[src/rtl/assert_macros.svh]
// Assertion macros used by the pricer datapath (mcop_dp).
// No dependencies; the SYNTH define turns every macro into an empty body.
`ifndef ASSERT_MACROS_SVH
`define ASSERT_MACROS_SVH
`ifndef SYNTH
`define MCOP_ASSERT(lbl, clk, rstn, prop, msg) \
  lbl: assert property (@(posedge clk) disable iff (!rstn) (prop)) else $error(msg);
`define MCOP_ASSERT_NEVER(lbl, clk, rstn, cond, msg) \
  lbl: assert property (@(posedge clk) disable iff (!rstn) !(cond)) else $error(msg);
`else
`define MCOP_ASSERT(lbl, clk, rstn, prop, msg)
`define MCOP_ASSERT_NEVER(lbl, clk, rstn, cond, msg)
`endif
`endif

[src/rtl/mcop_pkg.sv]
// Types and constants of the Monte Carlo option pricer.
// No dependencies; imported by the top level, mcop_ctrl and mcop_dp.
package mcop_pkg;

  localparam int unsigned CFG_IDX_W  = 3;
  localparam int unsigned CFG_DATA_W = 32;

  localparam logic [CFG_IDX_W-1:0] CFG_SPOT   = 3'd0;
  localparam logic [CFG_IDX_W-1:0] CFG_STRIKE = 3'd1;
  localparam logic [CFG_IDX_W-1:0] CFG_RATE   = 3'd2;
  localparam logic [CFG_IDX_W-1:0] CFG_MAT    = 3'd3;
  localparam logic [CFG_IDX_W-1:0] CFG_SIGMA  = 3'd4;
  localparam logic [CFG_IDX_W-1:0] CFG_KIND   = 3'd5;
  localparam logic [CFG_IDX_W-1:0] CFG_BLEN   = 3'd6;

  localparam logic [63:0] LN2_Q32   = 64'h0000_0000_B172_17F8;
  localparam logic [63:0] ONE_Q32   = 64'h0000_0001_0000_0000;
  localparam logic [63:0] U32_MAX64 = 64'h0000_0000_FFFF_FFFF;
  localparam logic [3:0]  TAYLOR_TERMS = 4'd13;

  typedef struct packed {
    logic signed [15:0] gaussian_sample;
    logic               restart;
  } in_t;

  typedef struct packed {
    logic [31:0] running_mean;
    logic [31:0] running_error;
    logic [15:0] block_number;
  } out_t;

  typedef enum logic [3:0] {
    OP_SIG2, OP_DRIFT, OP_SIGZ, OP_KDIV, OP_TMUL, OP_TDIV, OP_SPOT, OP_DISC,
    OP_PAY, OP_MEAN, OP_MSQ, OP_CM, OP_MSQD, OP_CM2, OP_VDIV, OP_SQRT
  } op_e;

  typedef struct packed {
    logic accept;
    logic start;
    logic emit;
    op_e  op;
  } cmd_t;

  typedef struct packed {
    logic done;
    logic taylor_last;
    logic block_end;
    logic multi_block;
    logic out_free;
  } sts_t;

endpackage

[src/rtl/mcop_ctrl.sv]
// Sequencer of the pricer: steps the datapath through one sample's operations.
// Depends on mcop_pkg for the command and status types.
module mcop_ctrl (
  input  logic           clk_i,
  input  logic           rst_ni,
  input  logic           in_valid_i,
  output logic           in_stall_o,
  input  mcop_pkg::sts_t sts_i,
  output mcop_pkg::cmd_t cmd_o
);
  import mcop_pkg::*;

  typedef enum logic [3:0] {
    ST_IDLE  = 4'b0001,
    ST_START = 4'b0010,
    ST_WAIT  = 4'b0100,
    ST_EMIT  = 4'b1000
  } state_e;

  state_e state_q, state_d;
  op_e    op_q, op_d;
  logic   second_q, second_d;

  always_comb begin
    state_d    = state_q;
    op_d       = op_q;
    second_d   = second_q;
    cmd_o      = '0;
    cmd_o.op   = op_q;
    in_stall_o = 1'b1;
    unique case (state_q)
      ST_IDLE: begin
        in_stall_o = 1'b0;
        if (in_valid_i) begin
          cmd_o.accept = 1'b1;
          op_d         = OP_SIG2;
          second_d     = 1'b0;
          state_d      = ST_START;
        end
      end
      ST_START: begin
        cmd_o.start = 1'b1;
        state_d     = ST_WAIT;
      end
      ST_WAIT: begin
        if (sts_i.done) begin
          state_d = ST_START;
          unique case (op_q)
            OP_SIG2:  op_d = OP_DRIFT;
            OP_DRIFT: op_d = OP_SIGZ;
            OP_SIGZ:  op_d = OP_KDIV;
            OP_KDIV:  op_d = OP_TMUL;
            OP_TMUL:  op_d = OP_TDIV;
            OP_TDIV: begin
              if (!sts_i.taylor_last) begin
                op_d = OP_TMUL;
              end else if (second_q) begin
                op_d = OP_PAY;
              end else begin
                op_d = OP_SPOT;
              end
            end
            OP_SPOT:  op_d = OP_DISC;
            OP_DISC: begin
              op_d     = OP_KDIV;
              second_d = 1'b1;
            end
            OP_PAY: begin
              if (sts_i.block_end) begin
                op_d = OP_MEAN;
              end else begin
                state_d = ST_IDLE;
              end
            end
            OP_MEAN:  op_d = OP_MSQ;
            OP_MSQ:   op_d = OP_CM;
            OP_CM: begin
              if (sts_i.multi_block) begin
                op_d = OP_MSQD;
              end else begin
                state_d = ST_EMIT;
              end
            end
            OP_MSQD:  op_d = OP_CM2;
            OP_CM2:   op_d = OP_VDIV;
            OP_VDIV:  op_d = OP_SQRT;
            OP_SQRT:  state_d = ST_EMIT;
            default:  state_d = ST_IDLE;
          endcase
        end
      end
      ST_EMIT: begin
        if (sts_i.out_free) begin
          cmd_o.emit = 1'b1;
          state_d    = ST_IDLE;
        end
      end
      default: state_d = ST_IDLE;
    endcase
  end

  always_ff @(posedge clk_i or negedge rst_ni) begin
    if (!rst_ni) begin
      state_q  <= ST_IDLE;
      op_q     <= OP_SIG2;
      second_q <= 1'b0;
    end else begin
      state_q  <= state_d;
      op_q     <= op_d;
      second_q <= second_d;
    end
  end

endmodule

[config.mk]
export PLATFORM = sky130hd
export DESIGN_NAME = mcop_ctrl
export DESIGN_NICKNAME = d
export VERILOG_FILES = /design/src/rtl/assert_macros.svh /design/src/rtl/mcop_pkg.sv /design/src/rtl/mcop_ctrl.sv
export SDC_FILE = /design/constraint.sdc
export NUM_CORES = 1
export LEC_CHECK = 0
export BUFFER_PORTS_ARGS = -buffer_cell sky130_fd_sc_hd__buf_2
export CORE_MARGIN = 2
export CORE_UTILIZATION = 35
export CTS_BUF_LIST = sky130_fd_sc_hd__clkbuf_8
export DETAILED_ROUTE_END_ITERATION = 10
export PLACE_DENSITY_LB_ADDON = 0.15
export SLEW_MARGIN = 20
export SYNTH_ARGS = -nofsm -noshare
export SYNTH_HDL_FRONTEND = slang
export SYNTH_SLANG_ARGS = --single-unit
[constraint.sdc]
create_clock -name clk_i -period 4.03 [get_ports clk_i]
set_clock_uncertainty 0.15 [all_clocks]
set_input_delay 0.403 -clock clk_i [delete_from_list [all_inputs] [get_ports clk_i]]
set_output_delay 0.403 -clock clk_i [all_outputs]
set_load 0.02 [all_outputs]
After elaboration in Yosys (flattened, before gate mapping)
Index checks and enable logic that the tools add are counted.

Eq/ne operators: 26. Mux-type cells: 25. Reductions and logical operators: 6.

Operator list (count): $pmux 4 s14 (1); $mux 4 (10); $eq 4x4->1 const B (9); $eq 4x3->1 const B (5); $pmux 4 s4 (1); $ne 15x3->1 const B (1); $eq 4x2->1 const B (3); $pmux 4 s3 (1); $mux 1 (9); $eq 4x1->1 const B (2); $pmux 4 s2 (1); $ne 2x2->1 const B (3); $ne 3x3->1 const B (2); $reduce_and 6->1 (1); $logic_not 4->1 (1); $reduce_and 4->1 (1); $reduce_and 3->1 (1); $mux 2 (1); $ne 2x1->1 const B (1); $pmux 1 s2 (1); $reduce_bool 2->1 (1); $reduce_or 2->1 (1).

Flip-flop bits (word level): 9.

Logic depth before layout (Yosys ltp)
Word-level depth: 5. Mapped depth: 5.

Worst setup path after synthesis
Ideal clock, no wire load.

Path kind: reg2reg. Start point: register state_q[3]. End point: register state_q[0]. Data arrival time: 1653 ps. Path slack: 2135 ps. Stages on the path, launching flop included: 5. Buffers on the path: 0. Cells stage by stage: dfrtp_1 -> nor4b_1 -> nor3_1 -> nor3_1 -> nor3_1.

Cells in the longest elaborated chain, start to end: 3. Elaborated cells between the ends (all ways): 9. Those cells by class: 7 x eq/ne; 1 x mux; 1 x reduce/logical.

Ends and longest elaborated chain: start, declared (RTL line mcop_ctrl.sv:20) `state_e state_q, state_d;`; start signal, assigned (RTL line mcop_ctrl.sv:108) `state_q <= state_d;`; $eq 4x4->1, or another cell as far along (RTL line mcop_ctrl.sv:31) `unique case (state_q)`; $ne 2x2->1 (no line); $reduce_and 3->1 (no line).

Several ways; a longest one is shown, not always the timed one. A chain may end at the register's enable or synchronous reset.

==> run summary <==
max_slew headroom: 70.2%
hold path cells: 4
routability congestion estimate: 0.813
first-pass GRT wire length: 2.27 mm
drt first pass iters: 4
critical path startpoint category: flop
reg2reg start: state_q[1]
Syn Nets: 64
worst-skew pair later-pin latency: 0.24 ns
sw frac: 39.6%
clock share of power: 26.2%
final setup fails: 0
Hold Path Sink: op_q[3]
Post-synth EDFFs: 0
vias in the first global route: 524
period utilization: 52.4%
# diodes: 0
RSZ-0062 raised after global routing: no
Max Cap Violations: 0
maximum root-to-sink buffer count: 2
core box area: 1470 sq um
post-place instance area: 638 sq um
# Post-CTS Setup Buffers: 0
DRC viols: 0
top post-synthesis cells by count: dfrtp_1 (8), nand2_1 (6), nor2_1 (5)
Setup CP Type: flop to output pin
reg2reg end: op_q[3]
TritonCTS clock tree: yes
most common cell in the netlist: dfrtp_1
CP Data Required Time: 3.48 ns
Seq cells post-synth: 9
final WL: 1.30 mm
top area cells in the synthesized netlist: dfrtp_1 (37%), dfstp_2 (4.8%), nor4b_4 (4.4%)
Most used DFF post-synth: dfrtp_1
Hold Startpoint: in_valid_i
All-Layer GR Usage: 17.1%
post-synthesis cell area: 543 sq um
Detail Route Antenna Nets: 0
Placed Cells: 87
Avg Cell Area, Syn: 9.70 sq um
top cell type's share of synthesized area: 36.9%
largest net degree at the start of global routing: 10
fraction of final layout cells sized beyond drive strength 1: 32.9%
# port buffers: 15
CP max FO: 5
LEAKAGE: 0.332 nW
synth unique cells: 30
per-cell routed wire length: 14.1 um
Slew @ Worst Pin: 0.441 ns
Total Power: 0.415 mW
Initial DRC Count: 12
setup slack, reg-to-reg: 2.13 ns
clk slew on worst S/H paths: 0.05 ns
Cell Rows: 14
CP Cell Sequence: nor4b_2, nand2_1, inv_1, buf_2
Initial Utilization: 36.9%
Comb pwr share: 38.1%
R2R cell count: 4
Ys Warns: 0
fin nets: 85
crit end category: output pin
die height: 43.4 um
Switch Pwr: 0.164 mW
die area: 1880 sq um
Slew Limit Fails: 0
CP arrival: 1.56 ns
Final Hold Fails: 0
initial antenna violation count: 0
CTS Buf Count: 3
# clock sinks: 9
via count: 505
H-Tree Level Count: 1
Pwr per Cell Area: 598 nW/um^2
fin area: 693 sq um
Crit-path slowest cell: dfstp_2
f_max: 474 MHz
CP bufs+invs: 2
hold crit path type: input pin to flop
I/O pin count: 16
vias per inst: 5.49
Detail Placement HPWL: 1.01 mm
Synth area leader: dfrtp_1
Synth async-reset ratio: 100%
synth-to-layout area growth: 27.6%
Chip Width: 43.4 um
peak supply drop: 0.274 mV
sequential share of the synthesized area: 41.7%
synthesized instance count: 56
CP delay by family, top: flip-flops
Congestion Overflow GR: 0
P_int: 0.251 mW
sequential power share: 35.8%
Final TNS setup: 0 ns
Root Buffer: clkbuf_8
status: complete, no violations
Final Instance Count excl. Fillers: 92
fin crit period: 2.11 ns
max incr delay on CP: 0.58 ns
## worst reg2reg max path, stage by stage, from the launching register on
cell and delay (ns):
dfrtp_1 0.45, nor4b_4 0.44, nand2_2 0.12, or4_1 0.51, a21oi_1 0.16
## cell families (layout without fill, tap and decap cells)
| family | Yosys count | count (layout) | synth area share, % |
|---|---|---|---|
| AOI/OAI and AO/OA | 14 | 14 | 18.7 |
| muxes | 1 | 1 | 2.07 |
| and+or+nand+nor | 28 | 28 | 34.8 |
| DFF | 9 | 9 | 41.7 |
| buffers and inverters | 4 | 24 | 2.76 |
## flip-flops by register name, indices dropped and copies added, names as in the netlist
signal	count
op_q	4
second_q	1
state_q	4
## how the worst max path moves through the flow
stage / start / cells past startpoint / slack [ns] / endpoint
3_3_place_gp: state_q[1] / 4 / 2.14 / op_q[3]
3_5_place_dp: state_q[1] / 4 / 2.16 / op_q[3]
2_1_floorplan: state_q[3] / 4 / 2.13 / state_q[0]
5_1_grt: state_q[0] / 4 / 1.84 / cmd_o[6]
6_report: state_q[0] / 4 / 1.92 / cmd_o[6]
4_1_cts: state_q[0] / 4 / 1.91 / cmd_o[6]
## power by group through the flow
stage	Combinational (mW)	Sequential (mW)	Clock [mW]
after floorplan	0.111	0.149	0
after global placement	0.159	0.149	0
after detailed placement	0.159	0.149	0
after CTS	0.160	0.148	0.109
after global routing	0.173	0.154	0.115
final	0.158	0.148	0.109
## per-stage QoR
stage / hold WS, ns / worst slack (ns) / util, %
2_1_floorplan: -0.0426 / 2.13 / -
3_3_place_gp: 0.119 / 2.14 / 43.4
3_5_place_dp: 0.123 / 2.16 / 43.4
4_1_cts: 0.338 / 1.91 / 47.1
5_1_grt: 0.358 / 1.84 / 47.1
6_report: 0.338 / 1.92 / 47.1
## metal layers
layer / up-vias / share of wire, % / track usage (%)
met5: - / 0 / 0
met4: 0 / 3.1 / 10.9
met3: 5 / 5.5 / 6.25
met2: 12 / 43 / 25.1
met1: 238 / 48 / 21.2
li1: 250 / - / -
## cell usage in the layout (no fill, tap or decap), drive strengths merged, types with 2 or more instances in the layout
master	n
a21oi	2
buf	15
clkbuf	3
dfrtp	8
inv	5
nand2	7
nor2	5
nor2b	2
nor3	4
nor4b	3
o21ai	3
or4	2
## layout make-up
type / count / area, sq um
sequential: 9 / 226
inverter: 4 / 15.0
tap: 16 / 20.0
timing repair buffer: 16 / 85.1
multi-input combinational: 43 / 302
clock inverter: 1 / 3.75
fill: 155 / 778
clock buffer: 3 / 41.3
## repair_timing
action	CTS	global route
hold buffers	1	0
gates resized for setup	0	0
hold endpoints to repair	8	0
Power figures use the tool's default switching activity.
